### src/design/plt_pkg.sv
// types and codes of the piecewise linear transfer table
// used by the top level, the divider and the checker
package plt_pkg;

   localparam logic [1:0] CMD_INSERT = 2'd0;
   localparam logic [1:0] CMD_REMOVE = 2'd1;
   localparam logic [1:0] CMD_CLEAR  = 2'd2;
   localparam logic [1:0] CMD_LOOKUP = 2'd3;

   localparam logic [2:0] ST_OK        = 3'd0;
   localparam logic [2:0] ST_NOT_FOUND = 3'd1;
   localparam logic [2:0] ST_FULL      = 3'd2;
   localparam logic [2:0] ST_TOO_FEW   = 3'd3;
   localparam logic [2:0] ST_RANGE     = 3'd4;

   localparam int NUM_W = 52;   // interpolation numerator
   localparam int DEN_W = 33;   // key span times 256
   localparam int QUO_W = 17;   // quotient magnitude bits

   typedef struct packed {
      logic [1:0]         command;
      logic signed [23:0] point_key;
      logic signed [23:0] point_value;
      logic signed [15:0] query;
   } req_type;

   typedef struct packed {
      logic [2:0]         status;
      logic signed [15:0] table_value;
      logic signed [15:0] range_begin;
      logic signed [15:0] range_end;
      logic [4:0]         point_count;
   } rsp_type;

   typedef struct packed {
      logic signed [23:0] key;
      logic signed [23:0] value;
   } entry_type;

endpackage

### src/design/plt_div.sv
// signed restoring divider, one quotient bit per cycle
// depends on plt_pkg for the operand widths
module plt_div (
   input  logic                                 clock,
   input  logic                                 reset,
   input  logic                                 start,
   input  logic signed [plt_pkg::NUM_W-1:0]     numer,
   input  logic [plt_pkg::DEN_W-1:0]            denom,
   output logic                                 done,
   output logic signed [15:0]                   quot
);
   import plt_pkg::*;

   localparam int REM_W = NUM_W - 1;
   localparam int DSH_W = DEN_W + QUO_W - 1;

   logic [NUM_W-1:0] mag;
   logic [REM_W-1:0] rem_ff;
   logic [DSH_W-1:0] dsh_ff;
   logic [QUO_W-1:0] q_ff;
   logic [QUO_W-1:0] q_signed;
   logic [4:0]       cnt_ff;
   logic             neg_ff;
   logic             busy_ff;
   logic             done_ff;
   logic             ge;

   assign mag = numer[NUM_W-1] ? (~numer + 1'b1) : numer;
   assign ge  = rem_ff >= REM_W'(dsh_ff);

   always_ff @(posedge clock) begin
      if (reset) begin
         busy_ff <= 1'b0;
         done_ff <= 1'b0;
      end else begin
         done_ff <= 1'b0;
         if (start) begin
            busy_ff <= 1'b1;
            rem_ff  <= mag[REM_W-1:0];
            dsh_ff  <= {denom, {(QUO_W-1){1'b0}}};
            q_ff    <= '0;
            neg_ff  <= numer[NUM_W-1];
            cnt_ff  <= '0;
         end else if (busy_ff) begin
            if (ge) begin
               rem_ff <= rem_ff - REM_W'(dsh_ff);
            end
            q_ff   <= {q_ff[QUO_W-2:0], ge};
            dsh_ff <= dsh_ff >> 1;
            cnt_ff <= cnt_ff + 5'd1;
            if (cnt_ff == 5'(QUO_W - 1)) begin
               busy_ff <= 1'b0;
               done_ff <= 1'b1;
            end
         end
      end
   end

   assign q_signed = neg_ff ? (~q_ff + 1'b1) : q_ff;
   assign quot     = q_signed[15:0];
   assign done     = done_ff;

endmodule

### config.mk
export PLATFORM = sky130hd
export DESIGN_NAME = plt_div
export DESIGN_NICKNAME = d
export VERILOG_FILES = /design/src/design/plt_pkg.sv /design/src/design/plt_div.sv
export SDC_FILE = /design/constraint.sdc
export NUM_CORES = 1
export LEC_CHECK = 0
export BUFFER_PORTS_ARGS = -buffer_cell sky130_fd_sc_hd__buf_2
export CORE_ASPECT_RATIO = 0.6
export CORE_MARGIN = 10
export CORE_UTILIZATION = 50
export DETAILED_ROUTE_END_ITERATION = 12
export GPL_ROUTABILITY_DRIVEN = 0
export GPL_TIMING_DRIVEN = 0
export PLACE_DENSITY_LB_ADDON = 0.08
export SLEW_MARGIN = 20
export SYNTH_ARGS = -nofsm -noshare
export SYNTH_HDL_FRONTEND = slang
export SYNTH_SLANG_ARGS = --single-unit
### constraint.sdc
create_clock -name clock -period 6.93 [get_ports clock]
set_input_delay 1.7325 -clock clock [delete_from_list [all_inputs] [get_ports clock]]
set_output_delay 1.7325 -clock clock [all_outputs]
set_load 0.01 [all_outputs]
==> results summary, run 1 <==
The run finished with clean final reports. The post-route worst setup slack came out at around 1.8 ns. The total grt overflow came out at 0.

The maximum root-to-sink buffer count is 2. The area of the die came out at 24680 um^2. The synthesized flop and latch total came out at roughly 120. The number of H-tree branching levels came out at 4. The number of global-route vias before repair is a little under 8000. Traced cell by cell, the critical path runs through ha_1 -> a21o_1 -> a21oi_1 -> a211oi_1 -> o41ai_2 -> nor4_1 -> o21ai_0 -> a41oi_1 -> a221oi_1 -> o22ai_4 -> buf_16 -> buf_16 -> buf_8. The synthesized netlist net count is ~1200.

TritonCTS built the clock tree. The switching portion of total power is 33.77%. The worst path arrival time came out at between 5 and 6 ns. The floorplan has 38 rows. The number of nets in the layout came out at 1307. The clock latency of the later-clocked register in the worst-skew pair is between 0.4 and 0.5 ns. The post-synthesis to final-layout area growth is 16.67%.

The total power per unit cell area is approximately 250 nW/um^2. In this run the post-CTS setup repair buffer count came out at 0. Yosys attributes the largest share of cell area to edfxtp_1, ha_1, xnor2_1.

The post-synthesis share of cell area spent on full adders, half adders and majority gates is ~7.3%. The height of the die is about 130 um. The number of antenna violations at the first check in global routing came out at 1. In this run the horizontal extent of the chip is around 200 um. The initial utilization of the core area, before any placement, comes to 51.32%.

The startpoint class of the critical path is a flip-flop. Using the TritonRoute via totals, the vias-per-cell ratio works out to a little under 6. The area occupied by multi-input gates is approximately 5200 um^2. The remaining routing DRC violations is 0.

The maximum number of pins on one net before global-route repair came out at 26. The gate count of the mapped netlist came out at between 1000 and 1500. The number of failing hold endpoints at the final stage is 0. The worst hold path belongs to the class reg -> reg. The number of max-slew violations in the final report is 0. By startpoint and endpoint, the worst setup path is classified as reg -> reg. CTS placed an instance of clkbuf_16 at the clock tree root. After synthesis, the largest family of logic cells by area is compound AO/OA/AOI/OAI gates. The number of sinks on the clock net is 124. Sequential cells were found to cover 39.73% of the synthesized design area.

The layout has ~1600 filler cells. At the pin with the least slew margin, the transition time is ~0.96 ns. The number of distinct library cell variants in the gate-level netlist after synthesis is 64. The post-synthesis xor/xnor area fraction is 9.020%. The shortest period the worst path allows came out at about 5.1 ns.

The number of gates given a new drive strength after cts is 0. The library cell appearing most often on the critical path is buf_16. The average size of a mapped cell came out at 8.989 um^2. The achievable frequency came out at 0.1953 GHz. The share of final-layout standard cells stronger than drive strength 1 came out at a little over an eighth. Measured against the total synthesized area, the mux share comes to less than 1%.

After clock tree synthesis, the flow added hold-fix buffers numbering 0. The max-cap check violation count came out at 0. The synthesized netlist devotes between 10% and 20% of its cell area to simple gates. The clock arrives with 0.01722 ns of skew.

Setup repair after global routing left no endpoint under its margin. The area share of the leading cell type in the synthesized netlist is 39.30%. The final clock period utilization by the worst path came out at 73.90%. The sequential cells in the finished layout cover a total of 3704 um^2. Headroom to the max-slew limit came out at ~36%. The nature of the critical path endpoint is a flip-flop.

The total of buffers placed on input and output ports is between 100 and 150. The internal power is between 1500 and 2000 uW. Summed over all nets, the half-perimeter wirelength after detailed placement is 21.79 mm.

The sum of negative setup slack is 0 ns. STA puts the critical path data required time at between 7 and 8 ns. The area fraction in compound gates after synthesis is approximately 21%. The first TritonRoute pass finished after 6 iterations. After clock tree synthesis, the clock-pin slew on the worst setup and hold paths is 0.06 ns. By count the netlist is led by edfxtp_1, nand2_1, o21ai_0. In the global route stage, overall resource usage came out at between 20% and 30%. The number of design-rule violations left by the first detailed-router iteration is ~880. In this run, synthesis inferred 122 flip-flops with an integrated enable. The TritonCTS buffer count came out at 17. In the final routed layout, each cell accounts on average for 19.90 um. Of all flip-flops after synthesis, the portion carrying an async set or reset was 0%.

The synthesized netlist occupies a cell area of between 9000 and 10000 um^2. The largest individual stage delay along the critical path comes from the cell a221oi_1. Across the VDD grid, the largest voltage drop is approximately 0.19 mV.

The net load switching power is between 900 and 1000 uW. The post-detailed-route count of antenna-violating nets came out at 0. The total of warnings raised by yosys is 0. The cell leakage power came out at roughly 0.0043 uW. The global-route wire length before repair is between 40 and 50 mm.

The clock share of power is about a third. The number of diodes added for antenna fixing is 0. The sequential share of power is between 30% and 40%. The aggregate routed wire length is 28.20 mm. Of all nets on the critical path, the largest fanout is 16.

The most used flip-flop cell after synthesis is edfxtp_1. The number of top-level pins came out at between 100 and 150. Of all cell types, the one taking the most synthesized area is edfxtp_1.

On the worst path, the slowest cell contributes a delay of just over 0.7 ns. The share of total power in combinational logic came out at 31.2%. After floorplanning, the core was sized to cover between 15000 and 20000 um^2. The final number of setup-violating endpoints is 0.

OpenSTA, run right after detailed placement, puts the worst setup slack at 2.012 ns. Detailed routing inserted a total of between 8000 and 9000 vias.
-- layer usage --
metal	GRT usage (%)	routed length [um]	up-vias
met3	5.352	2664	35
met4	5.725	474	0
met1	35.05	14060	3883
met2	29.22	11000	379
li1	-	-	4048
met5	0	0	-
-- layout make-up --
| cell class | instances | share of cell area, % |
|---|---|---|
| multi-input cells | 799 | 47.88 |
| flip-flops and latches | 124 | 34.05 |
| repair buffers | 109 | 6.075 |
| clock buffers | 17 | 3.912 |
| well taps | 240 | 2.761 |
| inverters | 68 | 2.347 |
| plain buffers | 46 | 1.622 |
| clock inverters | 14 | 1.346 |
-- cell families after synthesis --
group	after synthesis
compound gates	304
xor+xnor	96
buf+inv	114
fa+ha+maj	54
simple gates	339
flops	124
mux	6
-- worst max-delay path: cells and delay by family, from the launching register on --
kind,cells,cell delay [ns]
buffers and inverters,3,0.57
AO/OA/AOI/OAI,8,3.37
AND/OR/NAND/NOR,1,0.16
adder cells (fa/ha/maj),1,0.37
flip-flops,1,0.37
-- metrics by stage --
step | util (%) | total power (uW) | cell area, um^2 | cells | hold slack [ns]
after detailed placement | 56.73 | 1776 | 10300 | 1386 | 0.5474
after CTS | 59.88 | 2660 | 10880 | 1417 | 0.5620
after global placement | 55.81 | 1760 | 10140 | 1380 | 0.4969
after floorplan | - | 1534 | 9321 | 1037 | 0.4590
after global routing | 59.88 | 2804 | 10880 | 1417 | 0.5822
final | 59.88 | 2677 | 10880 | 1417 | 0.5566
-- cell usage in the layout, fill, tap and decap left out, types with 9 or more instances in the layout --
cell type	instances
nand2_1	122
edfxtp_1	122
buf_2	103
o21ai_0	93
a21oi_1	75
inv_1	67
nor2_1	66
xnor2_1	62
ha_1	53
clkbuf_1	38
xor2_1	34
nor2b_1	29
o31ai_1	25
a21o_1	23
nand3_1	19
clkbuf_16	17
nor3_1	15
nand4_1	14
a211oi_1	14
nand2b_1	12
o211ai_1	12
or4_1	9
or3_1	9
and3_1	9
o21a_1	9
-- path summary, 6_finish.rpt --
kind | slack, ns | to | depth (start not counted) | startpoint
hold reg to reg | 0.56 | dsh_ff[2] | 2 | dsh_ff[3]
setup reg to reg | 1.81 | rem_ff[16] | 13 | rem_ff[3]
hold / removal | 0.56 | dsh_ff[2] | 2 | dsh_ff[3]
setup / recovery | 1.81 | rem_ff[16] | 13 | rem_ff[3]
-- registers in the layout (all words and copies together) (netlist names) --
name,flops
cnt_ff,5
neg_ff,1
done,1
q_ff,16
dsh_ff,49
rem_ff,51
busy_ff,1
-- power groups by stage --
stage	clock (uW)	sequential (uW)	combinational, uW
after floorplan	0	963	571
after global placement	0	973	787
after detailed placement	0	967	809
after CTS	890	952	818
after global routing	923	960	921
final	889	953	835
Note: power is estimated with default switching activity, not from simulation.
==> run 2, diff against run 1 <==
==> constraint.sdc (replaced) <==
create_clock -name clock -period 4.7 [get_ports clock]
set_input_delay 1.175 -clock clock [delete_from_list [all_inputs] [get_ports clock]]
set_output_delay 1.175 -clock clock [all_outputs]
set_load 0.01 [all_outputs]
==> run 2 against run 1 <==
  * First-iteration DRC count fell by 3.0%
  * Register-to-register slack got worse by 1.4 ns
  * Fmax rose by 18%
  * Clock-buffer cell count did not move
  * Critical path depth fell by 2
  * Utilization rose by 0.17 points
  * Via count rose by 0.99%
  * Clock power rose by 55%
  * Global-route usage rose by 0.15 points
  * Final cell count barely moved
  * Largest cell class unchanged
==> results summary, run 2 (synthesis results as in run 1) <==
The maximum net fanout on the critical path is 21 (+5). The number of failing hold endpoints at the final stage is 0 (unchanged). The total vias in the final route is 8428 (+0.99%). The initial core utilization was 51.32% (unchanged). The area of the core region was 18160 um^2 (unchanged).

The TritonCTS buffer count is 17 (unchanged). The global-route total usage across every layer is 22.51% (+0.15 points). The achievable frequency came out at 0.2306 GHz (+18%). The worst setup path is of the reg -> reg kind.

The max-cap check violation count was 0 (unchanged). The number of standard-cell rows in the floorplan was 38 (unchanged). The slowest stage of the critical path is the o41ai_2 cell. The normalized max-slew margin came out at 38.84% (+3.1 points). The worst hold slack after final layout is 0.5574 ns (+0.0008010 ns). The cell leakage power came out at 0.004324 uW (+0.23%). The post-layout utilization of the core is 60.05% (+0.17 points). The largest registers in the layout are rem_ff x51, dsh_ff x49, q_ff x16. The number of antenna violations at the first check in global routing is 0 (-1). The path category of the worst min-delay check is reg -> reg. The maximum root-to-sink buffer count came out at 2 (unchanged). The required time at the worst-slack endpoint came out at 4.87 ns (-2.24 ns).

The number of max-slew violations in the final report was 0 (unchanged). The register name with the most flops is rem_ff. The startpoint class of the critical path is a flip-flop. TritonCTS built the clock tree.

The area of placed instances was 10300 um^2 (about the same). The total grt overflow is 0 (unchanged). The mean routed wirelength per cell came out at 20.05 um (+0.73%). The endpoint of the lowest-slack register-to-register path is rem_ff[26]. The height of the die is 125.8 um (unchanged). The peak ir drop on the vdd network came out at 0.2715 mV (+45%).

The maximum clock skew at final layout came out at 0.01595 ns (-0.001271 ns). The number of top-level pins is 105 (unchanged). The number of H-tree branching levels was 4 (unchanged).

The largest stage delay on the critical path came out at 0.64 ns (-0.08 ns). The number of design-rule violations left by the first detailed-router iteration came out at 852 (-3.0%). The post-synthesis to final-layout area growth is 17.01%. The number of flip-flops under the largest register name came to 51 (unchanged).

The depth of the critical timing path with buffers and inverters included came out at 11 (-2). The global-route wire length before repair is 44.48 mm (+0.64%). The final number of setup-violating endpoints came out at 0 (unchanged). The aggregate routed wire length is 28.38 mm (+0.66%). The maximum number of pins on one net before global-route repair came out at 23 (-12%). The area occupied by multi-input gates is 5221 um^2 (+0.26%). The worst path arrival time came out at 4.51 ns (-0.79 ns). The register-to-register path setup slack is 0.36 ns (-1.44 ns). The worst-case hold path end point is dsh_ff[11]. In the layout the commonest cells are nand2_1, edfxtp_1, buf_2, o21ai_0, a21oi_1. The number of global-route vias before repair is 7787 (-0.27%).

The area of all sequential standard cells came out at 3704 um^2 (unchanged). The number of cell instances on the worst register-to-register path came out at 11 (-2). The number of setup buffers added after CTS came out at 0 (unchanged). The remaining routing DRC violations is 0 (unchanged).

The shortest period the worst path allows is 4.336 ns (-0.7855 ns). The count of buffer and inverter cells on the critical path came out at 1 (-2). Setup repair after global routing left no endpoint under its margin.

The measured slew at the worst slew-check pin is 0.9173 ns (-0.04592 ns). The critical register-to-register path startpoint is rem_ff[3]. Among cell families on the critical path, the largest total delay comes from compound AO/OA/AOI/OAI gates.

The startpoint identified for the worst hold timing path is dsh_ff[12]. The root buffer cell chosen for the clock tree is clkbuf_16. The final clock period utilization by the worst path is 92.25% (+18 points). The number of diodes added for antenna fixing was 0 (unchanged). The sum of net half-perimeters after detailed placement was 21.69 mm (-0.47%). The area of the die came out at 24680 um^2 (unchanged). The number of nets in the layout is 1306 (-0.077%).

The overall die width came out at 196.3 um (unchanged). The share of final-layout standard cells stronger than drive strength 1 came out at 13.35% (+0.096 points). The post-CTS clock slew at the launch and capture registers of the worst setup and hold paths came to 0.07 ns (about the same).

The mean number of vias per cell came to 5.952 (+1.1%). The total of buffers placed on input and output ports came out at 103 (unchanged). The area of all placed cells without fillers is 10910 um^2 (+0.29%). The total power per unit cell area is 368.6 nW/um^2 (+50%). Traced cell by cell, the critical path runs through ha_1 -> a21o_1 -> a21oi_1 -> a211oi_1 -> o41ai_2 -> nor4_1 -> o21ai_1 -> a41oi_2 -> a221oi_2 -> o22ai_4 -> buf_16. The count of TritonRoute iterations in the first routing pass was 5 (-1). The clock latency of the later-clocked register in the worst-skew pair is 0.44 ns (about the same). The number of sinks on the clock net is 124 (unchanged). The post-detailed-route count of antenna-violating nets came out at 0 (unchanged). STA classifies the critical path endpoint as a flip-flop.

The count of cells along the worst hold path is 2 (unchanged). The flow ran to the end, and the final reports show no timing, DRC or antenna violations. The filler cell count came out at 1635 (+0.25%).
## run 2: changes by cell type in the layout (fill, tap and decap cells not counted), sizes merged
cell,previous run,this run
buf,117,116
bufinv,2,3
inv,70,69
## run 2: worst max-delay path by stage
stage | startpoint | to | slack [ns]
after floorplan | start | cnt_ff[0] | 0.37
after global routing | dsh_ff[3] | rem_ff[26] | 0.15
after detailed placement | rem_ff[3] | rem_ff[26] | 0.07
after CTS | rem_ff[3] | rem_ff[26] | 0.02
final | rem_ff[3] | rem_ff[26] | 0.36
after global placement | start | dsh_ff[25] | -1.31
## run 2: metrics by stage
step	instances	TNS, ns	worst slack, ns	power [uW]
2_1_floorplan	1037	0	0.3725	2259
3_3_place_gp	1380	-157.70	-1.313	2591
3_5_place_dp	1385	0	0.06877	2617
4_1_cts	1416	0	0.01975	3991
5_1_grt	1416	0	0.1479	4205
6_report	1416	0	0.3644	4020
## run 2: report_power, final
part           total (uW)  internal [uW]  switching [uW]
clock                1380            831             550
sequential           1400           1360            42.3
combinational        1230            476             759
## run 2: repair_timing
action	4_1_cts	5_1_grt
hold endpoints to repair	0	0
endpoints found under the setup margin	0	51
hold buffers	0	0
gates resized for setup	0	3
## run 2: area by class of cell
class / instances / share of cell area (%)
inverter: 68 / 2.340
clock buffer: 17 / 3.900
clock inverter: 14 / 1.572
multi-input combinational: 799 / 47.87
timing repair buffer: 108 / 5.988
sequential: 124 / 33.96
tap: 240 / 2.753
buffer: 46 / 1.618
## run 2: metal layers
metal | track usage, % | part of all wire [%] | vias up
met3 | 4.743 | 9.0 | 36
met4 | 5.367 | 1.4 | 0
li1 | - | - | 4035
met1 | 35.43 | 50 | 4003
met5 | 0 | 0 | -
met2 | 29.94 | 40 | 354
## run 2: worst min-delay path, stage by stage (launching register included)
cell and delay [ns]:
edfxtp_1 0.32, inv_1 0.05, nor2_1 0.07
